$ cat src/rtl/mrf_pkg.sv
// Shared types, constants and the CRC-16/MODBUS byte update for the read request framer.
// No dependencies.
package mrf_pkg;

	localparam logic [7:0]  FuncReadHolding = 8'h03;
	localparam logic [15:0] CrcInit         = 16'hFFFF;
	localparam logic [15:0] CrcPolyRefl     = 16'hA001;

	localparam int          FrameLen = 8;
	localparam int          IdxW     = $clog2(FrameLen);

	localparam logic [IdxW-1:0] IdxAddr    = 3'd0;
	localparam logic [IdxW-1:0] IdxFunc    = 3'd1;
	localparam logic [IdxW-1:0] IdxStartHi = 3'd2;
	localparam logic [IdxW-1:0] IdxStartLo = 3'd3;
	localparam logic [IdxW-1:0] IdxCountHi = 3'd4;
	localparam logic [IdxW-1:0] IdxCountLo = 3'd5;
	localparam logic [IdxW-1:0] IdxCrcLo   = 3'd6;
	localparam logic [IdxW-1:0] IdxCrcHi   = 3'd7;

	typedef struct packed {
		logic [7:0]  dev_address;
		logic [15:0] start_register;
		logic [15:0] register_count;
	} req_t;

	function automatic logic [15:0] crc16_byte(input logic [15:0] crc_in, input logic [7:0] data);
		logic [15:0] c;
		c = crc_in ^ {8'h00, data};
		for (int b = 0; b < 8; b++) begin
			if (c[0]) begin
				c = (c >> 1) ^ CrcPolyRefl;
			end else begin
				c = c >> 1;
			end
		end
		return c;
	endfunction

endpackage

$ cat src/rtl/mrf_req_fifo.sv
// Two-entry request queue between the accepting front and the frame serializer.
// Depends on mrf_pkg.
module mrf_req_fifo (
	input  logic          clk,
	input  logic          arst_n,
	input  logic          push,
	input  mrf_pkg::req_t wr_req,
	output logic          full,
	input  logic          pop_en,
	output logic          rd_valid,
	output mrf_pkg::req_t rd_req
);
	import mrf_pkg::*;

	req_t       mem_q [2];
	logic       wr_ptr_q;
	logic       rd_ptr_q;
	logic [1:0] cnt_q;
	logic       do_push;
	logic       do_pop;

	assign full     = (cnt_q == 2'd2);
	assign rd_valid = (cnt_q != 2'd0);
	assign rd_req   = mem_q[rd_ptr_q];
	assign do_push  = push && !full;
	assign do_pop   = pop_en && rd_valid;

	always_ff @(posedge clk or negedge arst_n) begin
		if (!arst_n) begin
			wr_ptr_q <= 1'b0;
			rd_ptr_q <= 1'b0;
			cnt_q    <= 2'd0;
		end else begin
			if (do_push) wr_ptr_q <= ~wr_ptr_q;
			if (do_pop) rd_ptr_q <= ~rd_ptr_q;
			if (do_push && !do_pop) begin
				cnt_q <= cnt_q + 2'd1;
			end else if (do_pop && !do_push) begin
				cnt_q <= cnt_q - 2'd1;
			end
		end
	end

	always_ff @(posedge clk) begin
		if (do_push) mem_q[wr_ptr_q] <= wr_req;
	end

	a_cnt_range: assert property (@(posedge clk) disable iff (!arst_n) cnt_q != 2'd3)
		else $error("request queue count out of range");
	a_ptr_gap: assert property (@(posedge clk) disable iff (!arst_n)
		(cnt_q == 2'd0 || cnt_q == 2'd2) |-> wr_ptr_q == rd_ptr_q)
		else $error("request queue pointers disagree with count");

endmodule

$ cat src/rtl/mrf_serializer.sv
// Back end: walks one request through its eight frame bytes, folding the CRC as it goes,
// and holds the current beat in the output register. Depends on mrf_pkg.
module mrf_serializer (
	input  logic          clk,
	input  logic          arst_n,
	input  logic          req_valid,
	input  mrf_pkg::req_t req,
	output logic          req_pop,
	output logic          empty,
	input  logic          pop,
	output logic [7:0]    frame_byte,
	output logic          last_byte
);
	import mrf_pkg::*;

	logic [IdxW-1:0] idx_q;
	logic [15:0]     crc_q;
	logic            out_valid_q;
	logic [7:0]      byte_q;
	logic            last_q;
	logic            adv;
	logic            fire;
	logic [7:0]      cur_byte;
	logic [15:0]     crc_base;
	logic [15:0]     crc_nx;

	assign adv  = !out_valid_q || pop;
	assign fire = adv && req_valid;
	assign req_pop = fire && (idx_q == IdxCrcHi);

	always_comb begin
		unique case (idx_q)
			IdxAddr:    cur_byte = req.dev_address;
			IdxFunc:    cur_byte = FuncReadHolding;
			IdxStartHi: cur_byte = req.start_register[15:8];
			IdxStartLo: cur_byte = req.start_register[7:0];
			IdxCountHi: cur_byte = req.register_count[15:8];
			IdxCountLo: cur_byte = req.register_count[7:0];
			IdxCrcLo:   cur_byte = crc_q[7:0];
			IdxCrcHi:   cur_byte = crc_q[15:8];
			default:    cur_byte = 8'h00;
		endcase
	end

	assign crc_base = (idx_q == IdxAddr) ? CrcInit : crc_q;
	assign crc_nx   = crc16_byte(crc_base, cur_byte);

	always_ff @(posedge clk or negedge arst_n) begin
		if (!arst_n) begin
			idx_q       <= IdxAddr;
			out_valid_q <= 1'b0;
		end else begin
			if (fire) begin
				idx_q       <= idx_q + 1'b1;
				out_valid_q <= 1'b1;
			end else if (pop) begin
				out_valid_q <= 1'b0;
			end
		end
	end

	always_ff @(posedge clk) begin
		if (fire) begin
			byte_q <= cur_byte;
			last_q <= (idx_q == IdxCrcHi);
			if (idx_q < IdxCrcLo) crc_q <= crc_nx;
		end
	end

	assign empty      = !out_valid_q;
	assign frame_byte = byte_q;
	assign last_byte  = last_q;

	a_idle_idx: assert property (@(posedge clk) disable iff (!arst_n)
		!req_valid |-> idx_q == IdxAddr)
		else $error("byte index left mid-frame without a request");
	a_func_code: assert property (@(posedge clk) disable iff (!arst_n)
		(fire && idx_q == IdxFunc) |=> (byte_q == FuncReadHolding && !last_q))
		else $error("function code beat wrong");
	a_last_pop: assert property (@(posedge clk) disable iff (!arst_n)
		req_pop |=> (out_valid_q && last_q && idx_q == IdxAddr))
		else $error("request released without last beat");

endmodule

$ cat src/rtl/modbus_read_request_framer_unit.sv
// Modbus RTU read-holding-registers request framer: eight beats per request,
// CRC-16/MODBUS appended low byte first. Depends on mrf_pkg, mrf_req_fifo, mrf_serializer.
// The first beat of a frame passes through the request queue and then the output register; a held beat stalls it.
// Throughput: one beat per cycle while the consumer pops, set by the single output byte lane.
// A two-entry request queue lets requests be taken while a frame is still going out.
// Reset (arst_n low): queue and serializer cleared, no beats pending.
module modbus_read_request_framer_unit (
	input  logic        clk,
	input  logic        arst_n,
	input  logic        push,
	output logic        full,
	input  logic [7:0]  dev_address,
	input  logic [15:0] start_register,
	input  logic [15:0] register_count,
	output logic        empty,
	input  logic        pop,
	output logic [7:0]  frame_byte,
	output logic        last_byte
);
	import mrf_pkg::*;

	req_t wr_req;
	req_t rd_req;
	logic rd_valid;
	logic req_pop;

	assign wr_req.dev_address    = dev_address;
	assign wr_req.start_register = start_register;
	assign wr_req.register_count = register_count;

	mrf_req_fifo u_fifo (
		.clk      (clk),
		.arst_n   (arst_n),
		.push     (push),
		.wr_req   (wr_req),
		.full     (full),
		.pop_en   (req_pop),
		.rd_valid (rd_valid),
		.rd_req   (rd_req)
	);

	mrf_serializer u_ser (
		.clk        (clk),
		.arst_n     (arst_n),
		.req_valid  (rd_valid),
		.req        (rd_req),
		.req_pop    (req_pop),
		.empty      (empty),
		.pop        (pop),
		.frame_byte (frame_byte),
		.last_byte  (last_byte)
	);

endmodule
$ cat config.mk
export PLATFORM = sky130hd
export DESIGN_NAME = modbus_read_request_framer_unit
export DESIGN_NICKNAME = d
export VERILOG_FILES = /design/src/rtl/mrf_pkg.sv /design/src/rtl/mrf_req_fifo.sv /design/src/rtl/mrf_serializer.sv /design/src/rtl/modbus_read_request_framer_unit.sv
export SDC_FILE = /design/constraint.sdc
export NUM_CORES = 1
export LEC_CHECK = 0
export BUFFER_PORTS_ARGS = -buffer_cell sky130_fd_sc_hd__buf_2
export CAP_MARGIN = 20
export CORE_MARGIN = 1.5
export CORE_UTILIZATION = 45
export DETAILED_ROUTE_END_ITERATION = 10
export PLACE_DENSITY = 0.67
export SLEW_MARGIN = 40
export SYNTH_ARGS = -nofsm -noshare
export SYNTH_HDL_FRONTEND = slang
export SYNTH_HIERARCHICAL = 1
export SYNTH_SLANG_ARGS = --single-unit
$ cat constraint.sdc
create_clock -name clk -period 3.5 [get_ports clk]
set_input_delay 0.35 -clock clk [delete_from_list [all_inputs] [get_ports clk]]
set_output_delay 0.35 -clock clk [all_outputs]
set_load 0.05 [all_outputs]
==> impl_metrics.toml, run 1 <==
[status]
status = "finished, final reports clean"

[cells_and_area]
drive_gt1_frac = 0.4229
nets = 442
area_growth_pct = 21.57
stdcell_count = 542
num-fill-cells = 846
n_antenna_cell = 0

[sta]
slew-limit-headroom = 0.6121
finalWorstSetupSlack_ps = 91.36
fin_hold_ws_ps = 127.0
worst_slew_pin_slew_ps = 581.8
fin_crit_sh = 0.9739
rsz0062_at_grt = "false"
skew_ps = 9.100
finalHoldViolCount = 0
tns_ps = 0
finalSetupViolCount = 0
final_max_slew_viol_count = 0
layout_min_cycle_time_ps = 3409
fmax_ghz = 0.2934

[logic_synthesis]
synth_nets = 353
synth_cell_types = 41
async_flop_share = 0.07080
synth_warnings = 6
synth_top_area_share = 0.6127
synth_top_area_cell = "edfxtp_1"
synth_simple_gate_area_frac = 0.05057
seq_area_frac_synth = 0.6516
synth_compound_area_frac = 0.05811
synth-seq-cells = 113
syn-instance-count = 302
synth_xor_area_frac = 0.06613
synth_adder_area_share = 0.01702
synth_top_family_by_area = "multiplexers"
synth_mux_area_frac = 0.1160
netlist_area_um2 = 5146
syn_avg_cell_area_um2 = 17.04
synth_area_leaders = "edfxtp_1, mux2_4, dfrtp_1, xnor2_1, ha_1"
synth-edff-count = 105
ys.flop_type = "edfxtp_1"

[critical_path]
max_stage_delay_ps = 520
worst_setup_path_start_kind = "flop"
path_cells = "ha_2 -> ha_1 -> or4_4 -> buf_4 -> nor3_2 -> a31oi_4 -> xnor2_2 -> xnor3_1 -> xnor3_2 -> buf_4 -> xor2_1"
crit_arrival_ps = 3550
worstPathMaxFanout = 5
worstSetupEndpointType = "flop"
criticalPathCategory = "reg -> reg"
cp_slowest_cell = "or4_4"
worstPathRequired_ps = 3640
cpMostUsedCell = "buf_4"

[cts]
tritoncts = "yes"
clk_pin_slew_ps = 50
numCtsBuffers = 17
cts_num_sinks = 113
cts_root_buf = "clkbuf_16"
clock_latency_ps = 410
cts_htree_levels = 4
clock_path_buffers = 2

[global_route]
grtUsageTotal = 0.1785
grt_overflow_total = 0
first_global_vias = 2891
grt_max_degree = 41
antenna_found_initial = 0
grt_first_pass_wirelength_mm = 15.06

[routing]
vias = 2855
vias_per_cell = 5.268
firstDrtPassIters = 5
first_iter_violations = 285
drc = 0
antenna_left = 0
wire_per_inst_um = 17.94
drt_wl_total_mm = 9.724

[worst_hold_path]
hold_class = "in -> reg"

[placed_design]
place.gp.congestion = 0.9188
dp_cells = 504
dp_hpwl_mm = 6.510
io_buffers = 54
pre_cts_ws_ps = 86.05

[floorplanning]
core-area_um2 = 10980
rows = 38
ios = 55
die_area_um2 = 12090
die_w_um = 109.9
die_height_um = 109.9
floorplan.initialDensity = 0.4686

[job]
maxCapViolations = 0
-- cell usage in the layout, fill, tap and decap left out, drive strengths merged, types with 2 or more instances in the layout --
master | Yosys | final
a221oi | 2 | 2
and3 | 2 | 2
clkbuf | 1 | 19
nor2b | 2 | 2
nor3 | 4 | 4
a222oi | 7 | 7
nand4 | 2 | 2
or2 | 7 | 7
buf | 14 | 84
dfrtp | 8 | 8
nand2b | 4 | 4
nand2 | 11 | 11
edfxtp | 105 | 105
a22o | 9 | 9
nand3 | 2 | 2
mux2 | 40 | 40
ha | 7 | 7
inv | 9 | 9
a41oi | 2 | 2
nor2 | 16 | 16
xor2 | 10 | 10
o21ai | 6 | 6
clkinv | 0 | 9
xnor2 | 21 | 21
bufinv | 0 | 2
xnor3 | 3 | 3
a31oi | 4 | 4
-- sequential cells by signal, indices dropped and copies added (netlist names) --
signal and flops:
u_fifo/mem_q 80, u_ser/crc_q 16, u_ser/frame_byte 8, u_ser/idx_q 3
u_fifo/cnt_q 2, u_fifo/rd_ptr_q 1, u_fifo/wr_ptr_q 1, u_ser/last_byte 1
u_ser/out_valid_q 1
-- cells in the mapped netlist, types with 5 or more instances --
cell and n:
dfrtp_1 8, edfxtp_1 105, mux2_4 39, inv_1 9, xnor2_1 21, a222oi_1 7, xor2_1 10, a22o_1 7
or2_2 5, ha_1 7, nor2_1 16, nand2_1 10, buf_4 6
-- worst paths after layout --
path / start / endpoint / slack (ps) / cells past startpoint
max: u_ser/idx_q[0] / u_ser/crc_q[15] / 90 / 11
min reg2reg: u_fifo/cnt_q[1] / u_fifo/cnt_q[1] / 490 / 1
max reg2reg: u_ser/idx_q[0] / u_ser/crc_q[15] / 90 / 11
min: start_register[14] / u_fifo/mem_q[0][30] / 130 / 1
max in group asynchronous: arst_n / u_fifo/rd_ptr_q / 3010 / 2
min in group asynchronous: arst_n / u_ser/out_valid_q / 310 / 2
-- cell families (layout without fill, tap and decap cells) --
| logic type | after synthesis | after routing |
|---|---|---|
| flops | 113 | 113 |
| buf+inv | 24 | 124 |
| xor+xnor | 34 | 34 |
| fa+ha+maj | 7 | 7 |
| compound gates | 32 | 32 |
| mux | 40 | 40 |
| simple gates | 52 | 52 |
-- worst max-delay path, delay by kind of cell, from the launching register on --
family                     cells  cell delay [ps]
AOI/OAI and AO/OA              1               70
xor gates and xnor gates       4             1180
adders and majority gates      2              410
buffers and inverters          2              310
DFF                            1              410
and+or+nand+nor                2              750
-- cell type report --
| cell class | instances | area [µm²] | share of cell area |
|---|---|---|---|
| inverters | 9 | 33.78 | 0.005400 |
| clock buffers | 19 | 432.9 | 0.06920 |
| multi-input cells | 165 | 1632 | 0.2608 |
| well taps | 140 | 175.2 | 0.02800 |
| repair buffers | 85 | 530.5 | 0.08480 |
| clock inverters | 11 | 97.59 | 0.01560 |
| flip-flops and latches | 113 | 3354 | 0.5362 |
-- metal layers --
layer / up-vias / part of all wire / global-route usage
met2: 124 / 0.50 / 0.2826
li1: 1319 / - / -
met4: 0 / 0.021 / 0.08998
met3: 13 / 0.076 / 0.05157
met1: 1399 / 0.41 / 0.2236
met5: - / 0 / 0
-- metrics by stage --
step | utilization | instance area, µm²
2_1_floorplan | - | 5146
3_3_place_gp | 0.5121 | 5624
3_5_place_dp | 0.5124 | 5628
4_1_cts | 0.5616 | 6168
5_1_grt | 0.5696 | 6256
6_report | 0.5696 | 6256
-- repair_timing --
item                                   CTS  global route
buffers inserted                         0             7
resized for setup                        0             8
endpoints found under the hold margin    8             0
setup endpoints to repair                0             1
hold buffers                             1             0
Power of run 1 is left out: the tool's default activity adds up to more than one toggle a clock period on the data nets, which glitch-free logic cannot reach.
==> run 2: changes to the inputs <==
- PLACE_DENSITY: 0.67 -> 0.65
- clock period: 3.5 -> 3.9 ns (I/O delays scaled with it)
==> run 2 against run 1 <==
  * Via count is 4.8% lower
  * Highest routed layer unchanged
  * Non-clock buffer count fell by 20
  * Sequential cell count stayed put
  * First-iteration DRC count down 24%
  * Clock-buffer cell count is the same
  * Setup slack better by 180 ps
  * Final cell count fell by 3.5%
  * Utilization decreased by 0.72 points
  * Sequential share of layout area up 0.68 points
  * Largest cell class unchanged
  * Wire length shrank 0.88%
  * Register-to-register slack better by 180 ps
  * Global-route usage down 0.40 points
==> impl_metrics.toml, run 2 (synthesis gave the netlist of run 1 again) <==
[status]
status = "finished, final reports clean"

[sta]
layout_min_cycle_time_ps = 3632
worst_slew_pin_slew_ps = 608.1
rsz0062_at_grt = "false"
fmax_ghz = 0.2753
skew_ps = 12.17
final_max_slew_viol_count = 0
finalSetupViolCount = 0
slew-limit-headroom = 0.5937
fin_crit_sh = 0.9313
finalHoldViolCount = 0
tns_ps = 0
fin_hold_ws_ps = 176.1

[critical_path]
cp_slowest_cell = "xnor3_2"
reg2reg_depth = 9
worstPathRequired_ps = 4050
worst_setup_path_start_kind = "flop"
path_cells = "ha_1 -> ha_1 -> or4_4 -> or2_4 -> a31oi_2 -> xnor2_1 -> xnor2_1 -> xnor3_2 -> xnor3_1"
critPathTopFamily = "XOR/XNOR gates"
worstPathMaxFanout = 12
criticalPathCategory = "reg -> reg"
max_stage_delay_ps = 520
worstSetupEndpointType = "flop"
crit_arrival_ps = 3780
crit_cells = 9
cp_num_buf_inv = 0

[cells_and_area]
final_common_cell = "edfxtp_1"
drive_gt1_frac = 0.3943
nets = 422
multi_input_area_um2 = 1608
largest_register = "u_fifo/mem_q"
n_antenna_cell = 0
num-fill-cells = 842
stdcell_count = 523
final_cell_mix = "edfxtp_1, buf_2, mux2_4"
area_growth_pct = 20.03
seq_area_um2 = 3354
largest_register_ffs = 80

[cts]
hold_buffers = 1
clk_pin_slew_ps = 60
tritoncts = "yes"
clock_latency_ps = 410
numCtsBuffers = 17
cts_root_buf = "clkbuf_16"
clock_path_buffers = 2
cts_num_sinks = 113
post-cts-setup-buffers = 0
cts_resized = 0
cts_htree_levels = 4

[routing]
vias = 2718
wire_per_inst_um = 18.43
antenna_left = 0
drt_wl_total_mm = 9.638
vias_per_cell = 5.197
drc = 0
firstDrtPassIters = 5
first_iter_violations = 217

[global_route]
antenna_found_initial = 0
grtUsageTotal = 0.1745
grt_first_pass_wirelength_mm = 14.90
grt_max_degree = 41
grt_overflow_total = 0
first_global_vias = 2751

[placed_design]
io_buffers = 54
dp_hpwl_mm = 6.735
place.gp.congestion = 0.8731
dp_cells = 491

[floorplanning]
rows = 38
die_area_um2 = 12090
die_w_um = 109.9
die_height_um = 109.9
core-area_um2 = 10980
ios = 55
floorplan.initialDensity = 0.4686

[worst_hold_path]
holdPathStages = 1
hold_class = "in -> reg"

[job]
maxCapViolations = 0
## run 2: changes by cell type in the layout (fill, tap and decap cells not counted), sizes merged
cell      before  now
bufinv         2    5
buf           84   64
clkinv         9    5
clkinvlp       0    2
## run 2: metal layers
| metal | vias to the layer above | wire length (µm) | GRT usage |
|---|---|---|---|
| met5 | - | 0 | 0 |
| met4 | 0 | 146 | 0.06772 |
| met3 | 13 | 536 | 0.04979 |
| met2 | 90 | 4695 | 0.2760 |
| met1 | 1336 | 4260 | 0.2278 |
| li1 | 1279 | - | - |
## run 2: metrics by stage
stage                       util  area (µm²)  worst slack [ps]
final                     0.5624        6177             268.0
after CTS                 0.5624        6177             291.1
after detailed placement  0.5048        5544             361.5
after global placement    0.4999        5490             433.5
after floorplan                -        5146             490.9
after global routing      0.5624        6177             122.8
## run 2: area by class of cell
type	count	share of cell area
clock buffers	19	0.07008
clock inverters	12	0.03079
inverters	9	0.005469
multi-input cells	165	0.2603
flip-flops and latches	113	0.5430
well taps	140	0.02836
repair buffers	65	0.06198
## run 2: worst paths after layout
kind / start / to / slack, ps
max: u_ser/idx_q[1] / u_ser/crc_q[0] / 270
min: register_count[15] / u_fifo/mem_q[0][15] / 180
max reg2reg: u_ser/idx_q[1] / u_ser/crc_q[0] / 270
min reg2reg: u_fifo/cnt_q[1] / u_fifo/cnt_q[1] / 520
max in group asynchronous: arst_n / u_fifo/rd_ptr_q / 3340
min in group asynchronous: arst_n / u_fifo/rd_ptr_q / 370
Power of run 2 is left out for the same reason.
==> run 3: changes to the inputs <==
- CORE_ASPECT_RATIO: not set -> 1.5
==> run 3 against run 2 <==
  * Clock skew shrank 5.1 ps
  * First-iteration DRC count grew 31%
  * Final cell count grew 1.3%
  * Sequential cell count is the same
  * Critical endpoint unchanged
  * Global-route usage shrank 0.33 points
  * Setup slack gained 120 ps
  * Maximum frequency grew 3.4%
  * Sequential share of layout area shrank 0.44 points
==> impl_metrics.toml, run 3 (synthesis gave the netlist of run 1 again) <==
[status]
status = "finished, final reports clean"

[cts]
cts_htree_levels = 4
cts_num_sinks = 113
clock_latency_ps = 400
tritoncts = "yes"
clock_path_buffers = 2
numCtsBuffers = 17
clk_pin_slew_ps = 50
cts_root_buf = "clkbuf_16"

[critical_path]
criticalPathCategory = "reg -> reg"
crit_arrival_ps = 3660
reg2reg_depth = 9
worst_setup_path_start_kind = "flop"
worstPathRequired_ps = 4040
worstSetupEndpointType = "flop"
worstPathMaxFanout = 12

[placed_design]
pre_cts_ws_ps = 419.5
io_buffers = 54
place.gp.congestion = 0.9267
dp_hpwl_mm = 7.028

[worst_hold_path]
holdPathStages = 1
hold_class = "in -> reg"

[floorplanning]
core-area_um2 = 11110
rows = 47
die_height_um = 134.0
die_area_um2 = 12100
floorplan.initialDensity = 0.4630
ios = 55
die_w_um = 90.32

[cells_and_area]
n_antenna_cell = 0
final_common_cell = "edfxtp_1"
largest_register = "u_fifo/mem_q"
area_growth_pct = 21.01
num-fill-cells = 861
final_cell_mix = "edfxtp_1, buf_2, mux2_4"
nets = 421
drive_gt1_frac = 0.3916
largest_register_ffs = 80

[sta]
rsz0062_at_grt = "false"
worst_slew_pin_slew_ps = 624.4
fin_crit_sh = 0.9009
final_max_slew_viol_count = 0
slew-limit-headroom = 0.5829
skew_ps = 7.050
finalSetupViolCount = 0
finalHoldViolCount = 0
layout_min_cycle_time_ps = 3513
fmax_ghz = 0.2846
tns_ps = 0
finalWorstSetupSlack_ps = 386.7

[routing]
firstDrtPassIters = 6
drc = 0
vias = 2727
antenna_left = 0
wire_per_inst_um = 18.25
drt_wl_total_mm = 9.670
first_iter_violations = 285
vias_per_cell = 5.145

[global_route]
first_global_vias = 2897
grt_first_pass_wirelength_mm = 15.17
grt.busiest_layer = "met2"
grt_use_met2 = 0.2900
antenna_found_initial = 0
grt_max_degree = 41
grt_overflow_total = 0
grt_util_met1 = 0.1893
grtUsageTotal = 0.1711
met3_usage = 0.04422

[job]
maxCapViolations = 0
run 3: cell count changes in the layout (fill, tap and decap cells not counted), sizes merged:
cell,change
clkinv,+3
clkinvlp,-2
buf,-1
bufinv,+1
clkbuf,-1
run 3: critical path, stage by stage, from the launching register on:
cell,delay (ps)
dfrtp_1,530
inv_1,120
ha_1,240
or4_4,570
or2_4,330
a31oi_2,240
xnor2_1,210
xnor3_1,390
xnor3_2,280
xnor3_1,350
run 3: final timing paths:
path                                     from                   to  slack, ps
max                            u_ser/idx_q[2]       u_ser/crc_q[0]        390
max in group asynchronous              arst_n      u_fifo/rd_ptr_q       3330
min                        register_count[11]  u_fifo/mem_q[1][11]        170
max reg2reg                    u_ser/idx_q[2]       u_ser/crc_q[0]        390
min in group asynchronous              arst_n       u_ser/idx_q[2]        370
min reg2reg                   u_fifo/cnt_q[1]      u_fifo/cnt_q[1]        510
run 3: per-stage QoR:
stage,utilization,hold WS [ps],std cells,cell area (µm²)
global placement,0.4952,251.3,495,5504
CTS,0.5603,153.1,530,6227
global route,0.5603,162.1,530,6227
floorplan,-,94.41,302,5146
finish,0.5603,173.8,530,6227
detailed placement,0.5012,249.8,497,5570
run 3: area by class of cell:
type	instances	area, µm²	share of cell area
Clock buffer	18	429.2	0.06892
Clock inverter	14	217.7	0.03496
Tap cell	147	183.9	0.02954
Multi-Input combinational cell	165	1608	0.2582
Sequential cell	113	3354	0.5387
Inverter	9	33.78	0.005425
Timing Repair Buffer	64	400.4	0.06430
run 3: what timing repair did:
action | CTS | global route
buffers inserted | 0 | 0
endpoints found under the hold margin | 8 | 0
gates resized for setup | 0 | 0
hold buffers | 1 | 0
run 3: layer usage:
layer | vias up | part of all wire
met5 | - | 0
met4 | 0 | 0.041
met3 | 26 | 0.042
met2 | 100 | 0.52
met1 | 1323 | 0.39
li1 | 1278 | -
Power of run 3 is left out for the same reason.
